`config.mk`:
```
export PLATFORM = sky130hd
export DESIGN_NAME = action_result_dedup_table
export DESIGN_NICKNAME = d
export VERILOG_FILES = /design/src/rtl/ardt_pkg.sv /design/src/rtl/ardt_ctrl.sv /design/src/rtl/ardt_dpath.sv /design/src/rtl/action_result_dedup_table.sv
export SDC_FILE = /design/constraint.sdc
export NUM_CORES = 2
export LEC_CHECK = 0
export BUFFER_PORTS_ARGS = -buffer_cell sky130_fd_sc_hd__buf_2
export CAP_MARGIN = 20
export CORE_MARGIN = 10
export CORE_UTILIZATION = 30
export CTS_CLUSTER_SIZE = 20
export DETAILED_ROUTE_END_ITERATION = 6
export GPL_TIMING_DRIVEN = 0
export SLEW_MARGIN = 10
export SYNTH_ARGS = -nofsm -noshare
export SYNTH_HDL_FRONTEND = slang
export SYNTH_SLANG_ARGS = --single-unit
```
`constraint.sdc`:
```
create_clock -name clk -period 19.35 [get_ports clk]
set_input_delay 1.935 -clock clk [delete_from_list [all_inputs] [get_ports clk]]
set_output_delay 1.935 -clock clk [all_outputs]
set_load 0.005 [all_outputs]
```
`src/rtl/ardt_pkg.sv`:
```
package ardt_pkg;

  // Default table depth.
  localparam int SLOTS_DEF = 16;

  // Stream widths.
  localparam int IN_TDATA_W  = 160;
  localparam int OUT_TDATA_W = 168;

  // Operation codes.
  localparam logic [2:0] MODE_RESERVE   = 3'd0;
  localparam logic [2:0] MODE_COMMIT    = 3'd1;
  localparam logic [2:0] MODE_GET       = 3'd2;
  localparam logic [2:0] MODE_NEXT      = 3'd3;
  localparam logic [2:0] MODE_ACK       = 3'd4;
  localparam logic [2:0] MODE_RECONCILE = 3'd5;

  // Slot states.
  localparam logic [1:0] ST_EMPTY    = 2'd0;
  localparam logic [1:0] ST_RESERVED = 2'd1;
  localparam logic [1:0] ST_TERMINAL = 2'd2;
  localparam logic [1:0] ST_ACKED    = 2'd3;

  // Result status codes.
  localparam logic [2:0] STAT_OK        = 3'd0;
  localparam logic [2:0] STAT_BADARG    = 3'd1;
  localparam logic [2:0] STAT_NOTREADY  = 3'd2;
  localparam logic [2:0] STAT_NOTFOUND  = 3'd3;
  localparam logic [2:0] STAT_FULL      = 3'd4;
  localparam logic [2:0] STAT_REPLAY    = 3'd5;
  localparam logic [2:0] STAT_UNCERTAIN = 3'd6;
  localparam logic [2:0] STAT_BADSTATE  = 3'd7;

  // Outcomes at or below this value are refused by commit.
  localparam logic [2:0] OUTCOME_ACCEPTED = 3'd1;

  // Configuration register indexes.
  localparam logic [1:0] CFG_AVAILABLE      = 2'd0;
  localparam logic [1:0] CFG_FAILED_OUTCOME = 2'd1;
  localparam logic [1:0] CFG_UNCERTAIN_CODE = 2'd2;

  // One slot record.
  typedef struct packed {
    logic [63:0] dev;
    logic [63:0] act;
    logic [7:0]  cmd;
    logic [2:0]  oc;
    logic [15:0] rc;
  } entry_t;

  // Controller to datapath.
  typedef struct packed {
    logic load;
    logic clr;
    logic scan;
    logic fin;
  } ctrl_cmd_t;

  // Datapath to controller.
  typedef struct packed {
    logic early;
    logic done;
    logic out_busy;
  } ctrl_sts_t;

endpackage

```
`src/rtl/ardt_ctrl.sv`:
```
module ardt_ctrl (
  input  logic                  clk,
  input  logic                  rst_n,
  input  logic                  in_tvalid,
  output logic                  in_tready,
  input  ardt_pkg::ctrl_sts_t   sts,
  output ardt_pkg::ctrl_cmd_t   cmd
);
  import ardt_pkg::*;

  localparam logic [1:0] FSM_IDLE = 2'd0;
  localparam logic [1:0] FSM_PRE  = 2'd1;
  localparam logic [1:0] FSM_SCAN = 2'd2;
  localparam logic [1:0] FSM_FIN  = 2'd3;

  logic [1:0] state_r, state_nxt;

  // Sequencer: take an item, check arguments, scan the slots, post the result.
  always_comb begin
    cmd       = '0;
    state_nxt = state_r;
    in_tready = (state_r == FSM_IDLE);
    unique case (state_r)
      FSM_IDLE: begin
        if (in_tvalid) begin
          cmd.load  = 1'b1;
          state_nxt = FSM_PRE;
        end
      end
      FSM_PRE: begin
        if (sts.early) begin
          state_nxt = FSM_FIN;
        end else begin
          cmd.clr   = 1'b1;
          state_nxt = FSM_SCAN;
        end
      end
      FSM_SCAN: begin
        cmd.scan = 1'b1;
        if (sts.done) state_nxt = FSM_FIN;
      end
      FSM_FIN: begin
        if (!sts.out_busy) begin
          cmd.fin   = 1'b1;
          state_nxt = FSM_IDLE;
        end
      end
      default: state_nxt = FSM_IDLE;
    endcase
  end

  always_ff @(posedge clk) begin
    if (!rst_n) state_r <= FSM_IDLE;
    else        state_r <= state_nxt;
  end

endmodule

```
`src/rtl/ardt_dpath.sv`:
```
module ardt_dpath #(
  parameter int SLOTS = ardt_pkg::SLOTS_DEF
) (
  input  logic                               clk,
  input  logic                               rst_n,
  input  logic [ardt_pkg::IN_TDATA_W-1:0]    in_tdata,
  input  ardt_pkg::ctrl_cmd_t                cmd,
  output ardt_pkg::ctrl_sts_t                sts,
  input  logic                               cfg_valid,
  input  logic [1:0]                         cfg_index,
  input  logic [15:0]                        cfg_data,
  output logic                               out_tvalid,
  input  logic                               out_tready,
  output logic [ardt_pkg::OUT_TDATA_W-1:0]   out_tdata
);
  import ardt_pkg::*;

  localparam int IW = (SLOTS > 1) ? $clog2(SLOTS) : 1;
  localparam int CW = $clog2(SLOTS + 1);
  localparam logic [IW:0] SLOTS_C = (IW + 1)'(SLOTS);
  localparam logic [IW:0] LAST_C  = (IW + 1)'(SLOTS - 1);

  // Unpacked input item.
  logic [2:0]  in_mode;
  entry_t      in_ent;
  assign in_mode    = in_tdata[2:0];
  assign in_ent.dev = in_tdata[66:3];
  assign in_ent.act = in_tdata[130:67];
  assign in_ent.cmd = in_tdata[138:131];
  assign in_ent.oc  = in_tdata[141:139];
  assign in_ent.rc  = in_tdata[157:142];

  // Configuration registers.
  logic        avail_r;
  logic [2:0]  fail_oc_r;
  logic [15:0] unc_code_r;

  always_ff @(posedge clk) begin
    if (!rst_n) begin
      avail_r    <= 1'b0;
      fail_oc_r  <= 3'd2;
      unc_code_r <= 16'd259;
    end else if (cfg_valid) begin
      unique case (cfg_index)
        CFG_AVAILABLE:      avail_r    <= cfg_data[0];
        CFG_FAILED_OUTCOME: fail_oc_r  <= cfg_data[2:0];
        CFG_UNCERTAIN_CODE: unc_code_r <= cfg_data;
        default: ;
      endcase
    end
  end

  // Argument checks that settle an item without a scan.
  logic       early;
  logic [2:0] early_code, start_code;
  always_comb begin
    early      = 1'b1;
    early_code = STAT_OK;
    priority if (in_mode > MODE_RECONCILE) begin
      early_code = STAT_BADARG;
    end else if ((in_mode == MODE_RESERVE || in_mode == MODE_ACK) &&
                 (in_ent.dev == 64'd0 || in_ent.act == 64'd0)) begin
      early_code = STAT_BADARG;
    end else if (in_mode == MODE_COMMIT && in_ent.oc <= OUTCOME_ACCEPTED) begin
      early_code = STAT_BADSTATE;
    end else if (!avail_r) begin
      early_code = STAT_NOTREADY;
    end else begin
      early = 1'b0;
    end
    if (in_mode == MODE_RESERVE)        start_code = STAT_FULL;
    else if (in_mode == MODE_RECONCILE) start_code = STAT_OK;
    else                                start_code = STAT_NOTFOUND;
  end

  // Item and result registers.
  logic [2:0]    mode_r;
  entry_t        key_r;
  logic          early_r;
  logic [2:0]    status_r;
  logic [IW-1:0] slot_r;
  logic [CW-1:0] conv_r;
  entry_t        found_r;
  logic          free_v_r;
  logic [IW-1:0] free_r;
  logic [IW-1:0] cursor_r;

  // Scan pipeline: read issue, then compare on the registered read data.
  logic [IW:0]   rd_off_r;
  logic          chk_v_r;
  logic [IW-1:0] chk_idx_r;
  logic          chk_last_r;
  entry_t        rdata_r;
  entry_t        mem [SLOTS];
  logic [1:0]    slot_st_r [SLOTS];

  logic [IW-1:0] base;
  logic [IW:0]   sum, wrapped;
  logic [IW-1:0] rd_idx;
  logic          issue;
  assign base    = (mode_r == MODE_NEXT) ? cursor_r : '0;
  assign sum     = {1'b0, base} + rd_off_r;
  assign wrapped = (sum >= SLOTS_C) ? (sum - SLOTS_C) : sum;
  assign rd_idx  = wrapped[IW-1:0];
  assign issue   = cmd.scan && (rd_off_r < SLOTS_C);

  // Compare stage.
  logic [1:0]    st;
  logic          live, term, km, hit, done;
  logic [IW:0]   next_cur;
  assign st   = slot_st_r[chk_idx_r];
  assign live = (st == ST_RESERVED) || (st == ST_TERMINAL);
  assign term = (st == ST_TERMINAL);
  assign km   = (rdata_r.dev == key_r.dev) && (rdata_r.act == key_r.act) &&
                (rdata_r.cmd == key_r.cmd);
  assign next_cur = {1'b0, chk_idx_r} + (IW + 1)'(1);

  always_comb begin
    unique case (mode_r)
      MODE_RESERVE, MODE_COMMIT: hit = live && km;
      MODE_GET, MODE_ACK:        hit = term && km;
      MODE_NEXT:                 hit = term;
      default:                   hit = 1'b0;
    endcase
  end
  assign done = chk_v_r && (hit || chk_last_r);

  // The claim of a free slot by reserve at the end of its scan.
  logic claim;
  assign claim = cmd.fin && !early_r && (mode_r == MODE_RESERVE) &&
                 (status_r == STAT_FULL) && free_v_r;

  // Single write port for records and slot states.
  logic          wr_en, st_we;
  logic [IW-1:0] wr_idx;
  entry_t        wr_data;
  logic [1:0]    st_val;
  always_comb begin
    wr_en   = 1'b0;
    st_we   = 1'b0;
    wr_idx  = chk_idx_r;
    wr_data = rdata_r;
    st_val  = ST_TERMINAL;
    if (chk_v_r) begin
      unique case (mode_r)
        MODE_COMMIT: begin
          if (hit && !term) begin
            wr_en   = 1'b1;
            st_we   = 1'b1;
            wr_data = key_r;
          end
        end
        MODE_ACK: begin
          if (hit) begin
            st_we  = 1'b1;
            st_val = ST_ACKED;
          end
        end
        MODE_RECONCILE: begin
          if (st == ST_RESERVED) begin
            wr_en      = 1'b1;
            st_we      = 1'b1;
            wr_data.oc = fail_oc_r;
            wr_data.rc = unc_code_r;
          end
        end
        default: ;
      endcase
    end
    if (claim) begin
      wr_en      = 1'b1;
      st_we      = 1'b1;
      wr_idx     = free_r;
      wr_data    = key_r;
      wr_data.oc = 3'd0;
      wr_data.rc = 16'd0;
      st_val     = ST_RESERVED;
    end
  end

  // Record memory.
  always_ff @(posedge clk) begin
    if (wr_en) mem[wr_idx] <= wr_data;
    if (issue) rdata_r <= mem[rd_idx];
  end

  // Slot states, cleared at reset.
  always_ff @(posedge clk) begin
    if (!rst_n) begin
      for (int i = 0; i < SLOTS; i++) slot_st_r[i] <= ST_EMPTY;
    end else if (st_we) begin
      slot_st_r[wr_idx] <= st_val;
    end
  end

  // Scan control and the cursor.
  always_ff @(posedge clk) begin
    if (!rst_n) begin
      rd_off_r <= '0;
      chk_v_r  <= 1'b0;
      cursor_r <= '0;
    end else begin
      if (cmd.clr) rd_off_r <= '0;
      else if (issue) rd_off_r <= rd_off_r + (IW + 1)'(1);
      chk_v_r <= issue && !done;
      if (chk_v_r && mode_r == MODE_NEXT && hit) begin
        cursor_r <= (next_cur == SLOTS_C) ? '0 : next_cur[IW-1:0];
      end
    end
  end

  // Item capture and result gathering.
  always_ff @(posedge clk) begin
    if (issue) begin
      chk_idx_r  <= rd_idx;
      chk_last_r <= (rd_off_r == LAST_C);
    end
    if (cmd.load) begin
      mode_r   <= in_mode;
      key_r    <= in_ent;
      early_r  <= early;
      status_r <= early ? early_code : start_code;
      slot_r   <= '0;
      conv_r   <= '0;
      found_r  <= '0;
    end
    if (cmd.clr) free_v_r <= 1'b0;
    if (chk_v_r) begin
      unique case (mode_r)
        MODE_RESERVE: begin
          if (hit) begin
            status_r <= term ? STAT_REPLAY : STAT_UNCERTAIN;
            slot_r   <= chk_idx_r;
          end else if (!live && !free_v_r) begin
            free_v_r <= 1'b1;
            free_r   <= chk_idx_r;
          end
        end
        MODE_COMMIT: begin
          if (hit) begin
            status_r <= term ? STAT_BADSTATE : STAT_OK;
            slot_r   <= chk_idx_r;
          end
        end
        MODE_GET, MODE_NEXT: begin
          if (hit) begin
            status_r <= STAT_OK;
            slot_r   <= chk_idx_r;
            found_r  <= rdata_r;
          end
        end
        MODE_ACK: begin
          if (hit) begin
            status_r <= STAT_OK;
            slot_r   <= chk_idx_r;
          end
        end
        MODE_RECONCILE: begin
          if (st == ST_RESERVED) conv_r <= conv_r + CW'(1);
        end
        default: ;
      endcase
    end
  end

  // Output register.
  logic          out_valid_r;
  logic [OUT_TDATA_W-1:0] out_data_r;
  logic [2:0]    fin_status;
  logic [IW-1:0] fin_slot;
  assign fin_status = claim ? STAT_OK : status_r;
  assign fin_slot   = claim ? free_r : slot_r;

  always_ff @(posedge clk) begin
    if (!rst_n) begin
      out_valid_r <= 1'b0;
    end else if (cmd.fin) begin
      out_valid_r <= 1'b1;
    end else if (out_tready) begin
      out_valid_r <= 1'b0;
    end
    if (cmd.fin) begin
      out_data_r <= {1'b0, found_r.rc, found_r.oc, found_r.cmd, found_r.act,
                     found_r.dev, 5'(conv_r), 4'(fin_slot), fin_status};
    end
  end

  assign out_tvalid   = out_valid_r;
  assign out_tdata    = out_data_r;
  assign sts.early    = early_r;
  assign sts.done     = done;
  assign sts.out_busy = out_valid_r && !out_tready;

endmodule

```
`src/rtl/action_result_dedup_table.sv`:
```
// Items are worked one at a time. The slot scan reads one record a cycle from the
// record memory, and a match ends the scan early; argument errors and not-ready
// answers skip the scan.
// Reset (rst_n low, synchronous): all slots empty, cursor zero, registers at defaults.
module action_result_dedup_table #(
  parameter int SLOTS = ardt_pkg::SLOTS_DEF
) (
  input  logic                              clk,
  input  logic                              rst_n,
  // mode[2:0], device_key[66:3], action_key[130:67], command[138:131],
  // outcome[141:139], commit_code[157:142], zero fill above
  input  logic [ardt_pkg::IN_TDATA_W-1:0]   in_tdata,
  input  logic                              in_tvalid,
  output logic                              in_tready,
  // status[2:0], slot_index[6:3], converted_count[11:7], out_device_key[75:12],
  // out_action_key[139:76], out_command[147:140], out_outcome[150:148],
  // out_commit_code[166:151], zero fill above
  output logic [ardt_pkg::OUT_TDATA_W-1:0]  out_tdata,
  output logic                              out_tvalid,
  input  logic                              out_tready,
  input  logic                              cfg_valid,
  output logic                              cfg_ready,
  input  logic [1:0]                        cfg_index,
  input  logic [15:0]                       cfg_data
);
  import ardt_pkg::*;

  ctrl_cmd_t cmd;
  ctrl_sts_t sts;

  // Registers are always writable.
  assign cfg_ready = 1'b1;

  ardt_ctrl u_ctrl (
    .clk       (clk),
    .rst_n     (rst_n),
    .in_tvalid (in_tvalid),
    .in_tready (in_tready),
    .sts       (sts),
    .cmd       (cmd)
  );

  ardt_dpath #(.SLOTS(SLOTS)) u_dpath (
    .clk        (clk),
    .rst_n      (rst_n),
    .in_tdata   (in_tdata),
    .cmd        (cmd),
    .sts        (sts),
    .cfg_valid  (cfg_valid),
    .cfg_index  (cfg_index),
    .cfg_data   (cfg_data),
    .out_tvalid (out_tvalid),
    .out_tready (out_tready),
    .out_tdata  (out_tdata)
  );

endmodule

```
==> impl_metrics.env <==
export IMPL_cellInternalPower_w=0.0127
export IMPL_p_leak_nw=46.1
export IMPL_avgSynthCellArea_sq_um=20.0
export IMPL_synthAdderAreaFrac_pct=0.149
export IMPL_dp_hpwl_um=287000
export IMPL_post_cts_setup_buffers=0
export IMPL_async_flop_share_pct=0
export IMPL_top_layer_used="met5"
export IMPL_synth_top_area_cell="edfxtp_1"
export IMPL_grt_pass1_vias=66553
export IMPL_period_share_pct=42.3
export IMPL_ir_drop_uv=72.2
export IMPL_p_sw_w=0.00462
export IMPL_synth_top_cell_area_share_pct=73.6
export IMPL_worstPathRequired_ps=19970
export IMPL_synthSimpleGateAreaFrac_pct=3.16
export IMPL_syn_nets=6303
export IMPL_cp_arrival_ps=8810
export IMPL_die_area_sq_um=434000
export IMPL_power_density_nw_per_um2=118
export IMPL_htreeDepth=5
export IMPL_floorplan_die_height_um=659
export IMPL_fp_row_count=234
export IMPL_start_util_pct=30.1
export IMPL_period_minus_slack_ps=8190
export IMPL_io_pins=354
export IMPL_cts_repair_resized=0
export IMPL_rsz0062_at_grt="no"
export IMPL_grt_pass1_wl_um=536000
export IMPL_seqPwrFrac_pct=48.8
export IMPL_synth_cell_types=70
export IMPL_yosys_top_cells_count="edfxtp_1 (3002), mux4_2 (630), nand2_1 (380), clkbuf_1 (257), dfxtp_1 (205)"
export IMPL_route_detailed_drc=2
export IMPL_setup_viol=0
export IMPL_critPathKind="reg2reg"
export IMPL_status="finished, violations left"
export IMPL_fmax_mhz=122
export IMPL_antenna_found_initial=50
export IMPL_combPwrFrac_pct=14.3
export IMPL_drtIter0Drc=8775
export IMPL_vias=66547
export IMPL_syn_inst=6106
export IMPL_yosys_warnings=0
export IMPL_tightestPinTransition_ps=1250
export IMPL_maxSlewViolCount=0
export IMPL_cap_violations=0
export IMPL_path_clk_slew_ps=70
export IMPL_fin_skew_ps=62.7
export IMPL_grt_use_total_pct=17.3
export IMPL_finalWeightedCongestion=0.868
export IMPL_clkLatencyLatePin_ps=960
export IMPL_layout_setup_ws_ps=11160
export IMPL_setup_worst_path_start_class="flip-flop"
export IMPL_area_growth_pct=20.0
export IMPL_synth_cell_area_sq_um=122000
export IMPL_synth_most_common_cell="edfxtp_1"
export IMPL_wl_met1_um=149000
export IMPL_drt_pass1_iter_count=7
export IMPL_die_w_um=659
export IMPL_clock_root_buffer="clkbuf_16"
export IMPL_cts_max_path_buffers=4
export IMPL_grt_max_degree=88
export IMPL_netlist_top_cells_area="edfxtp_1 (74%), mux4_2 (12%), dfxtp_1 (3.4%)"
export IMPL_avgRoutedWirePerCell_um=30.0
export IMPL_crit_path_max_fanout=10
export IMPL_relSlewSlack_pct=16.1
export IMPL_hold_violations=0
export IMPL_synthXorXnorAreaFrac_pct=0.708
export IMPL_worst_setup_path_end_kind="flip-flop"
export IMPL_via_per_inst=5.12
export IMPL_yosysSeqAreaShare_pct=77.0
export IMPL_synth_top_family_by_area="multiplexers"
export IMPL_ys_flop_type="edfxtp_1"
export IMPL_ant_nets=0
export IMPL_cts_tree="built"
export IMPL_violations="design-rule violations"
export IMPL_wl_met3_um=35600
export IMPL_synthMuxAreaShare_pct=14.4
export IMPL_port_buffers=348
export IMPL_synth_seq_cells=3207
export IMPL_wl_met2_um=184000
export IMPL_cts_made_buffers=337
export IMPL_tns_ps=0
export IMPL_hold_class="reg2reg"
export IMPL_clock_sinks=3207
export IMPL_clkPwrFrac_pct=36.9
export IMPL_layout_nets=7471
export IMPL_gr_total_overflow=0
export IMPL_wirelength_um=390000
export IMPL_switching_share_pct=26.6
export IMPL_ctsHoldBuffers=0
export IMPL_synth_compound_area_share_pct=3.28
export IMPL_coreArea_sq_um=406000
export IMPL_pre_cts_ws_ps=11370
export IMPL_synth_edf_count=3002
export IMPL_drive_gt1_share_pct=28.2
worst max-delay path: stages, from the launching register on:
cell and delay (ps):
dfxtp_1 320, clkbuf_1 530, mux4_2 620, mux4_2 500, inv_1 80, ha_1 250
a21oi_1 130, a31oi_1 90, buf_4 230, nor4_1 290, nand4_1 790, o41ai_1 650
nand2_1 390, clkbuf_1 470, nor3_2 300, buf_4 250, buf_4 250, buf_6 180
buf_4 230, buf_6 180, buf_4 180, buf_4 210, buf_4 240, buf_4 230
buf_4 230
cells by family (layout without fill, tap and decap cells):
logic type | after synthesis | after routing
compound gates | 614 | 614
simple gates | 792 | 792
buf+inv | 423 | 1863
flops | 3207 | 3207
other cells | 2 | 20
fa+ha+maj | 14 | 14
xor+xnor | 99 | 99
mux | 955 | 955
area by class of cell:
cell class	instances	area, sq um
inverters	75	297
clock inverters	193	1850
fillers	37629	260000
plain buffers	348	1370
diodes	18	45.0
multi-input cells	2476	26700
clock buffers	418	9000
repair buffers	829	6510
flip-flops and latches	3207	94300
well taps	5428	6790
registers in the layout, summed over array words and instances (netlist names), named ones only:
| name | cells |
|---|---|
| u_dpath.slot_r | 4 |
| u_dpath.free_r | 4 |
| u_dpath.free_v_r | 1 |
| u_dpath.cursor_r | 4 |
| u_dpath.mode_r | 3 |
| u_ctrl.state_r | 2 |
| u_dpath.conv_r | 5 |
| u_dpath.rdata_r | 155 |
| u_dpath.fail_oc_r | 3 |
| u_dpath.unc_code_r | 16 |
| u_dpath.chk_idx_r | 4 |
| u_dpath.status_r | 3 |
| u_dpath.out_tdata | 167 |
| u_dpath.chk_v_r | 1 |
| u_dpath.mem | 2480 |
| u_dpath.chk_last_r | 1 |
| u_dpath.avail_r | 1 |
| u_dpath.found_r | 155 |
| u_dpath.slot_st_r | 32 |
| u_dpath.rd_off_r | 5 |
| u_dpath.out_tvalid | 1 |
| u_dpath.early_r | 1 |
| u_dpath.key_r | 155 |
placed cells by master, fill, tap and decap left out, types with 20 or more instances in the layout:
master	synthesis	final
a211oi_1	161	161
a21oi_1	188	188
a221o_1	20	20
buf_1	76	74
buf_2	10	360
buf_4	2	270
buf_6	3	155
buf_8	0	44
bufinv_16	0	24
clkbuf_1	257	302
clkbuf_16	0	341
clkinv_1	0	60
clkinv_2	0	61
dfxtp_1	205	205
edfxtp_1	3002	3002
inv_1	74	72
mux2_1	27	27
mux2_2	100	100
mux2i_1	198	191
mux4_2	630	630
nand2_1	380	380
nand4_1	30	30
nor2_1	39	39
nor2b_1	167	167
nor3_1	49	33
nor4_1	63	59
o22ai_1	160	159
xnor2_1	67	63
xor2_1	32	29
metrics by stage:
step           cell area (sq um)  total power [W]  instances  hold slack (ps)  util [%]
5_1_grt                   147000           0.0179      12979              421      36.1
3_5_place_dp              136000           0.0111      12342              420      33.4
6_report                  147000           0.0173      12992              402      36.1
3_3_place_gp              131000           0.0110      11882              420      32.2
4_1_cts                   147000           0.0174      12953              399      36.1
2_1_floorplan             122000          0.00982       6106              408         -
power groups by stage:
stage / logic (W) / clock network (W) / registers (W)
final: 0.00248 / 0.00640 / 0.00847
after global routing: 0.00263 / 0.00677 / 0.00847
after CTS: 0.00245 / 0.00649 / 0.00847
after detailed placement: 0.00245 / 0 / 0.00861
after global placement: 0.00227 / 0 / 0.00869
after floorplan: 0.00143 / 0 / 0.00839
routing by layer:
metal	global-route usage [%]	vias up
met3	4.02	721
met4	7.63	14
met2	28.1	3520
met1	22.3	34929
li1	-	27363
met5	0	-
path summary, 6_finish.rpt:
path | from | endpoint | slack, ps | depth (start not counted)
worst max-delay path | flip-flop | u_dpath.mem[4][91] | 11160 | 24
worst min-delay path | u_dpath.found_r[7] | u_dpath.out_tdata[158] | 400 | 0
worst max register to register | flip-flop | u_dpath.mem[4][91] | 11160 | 24
worst min register to register | u_dpath.found_r[7] | u_dpath.out_tdata[158] | 400 | 0
(Power assumes the default switching activity.)
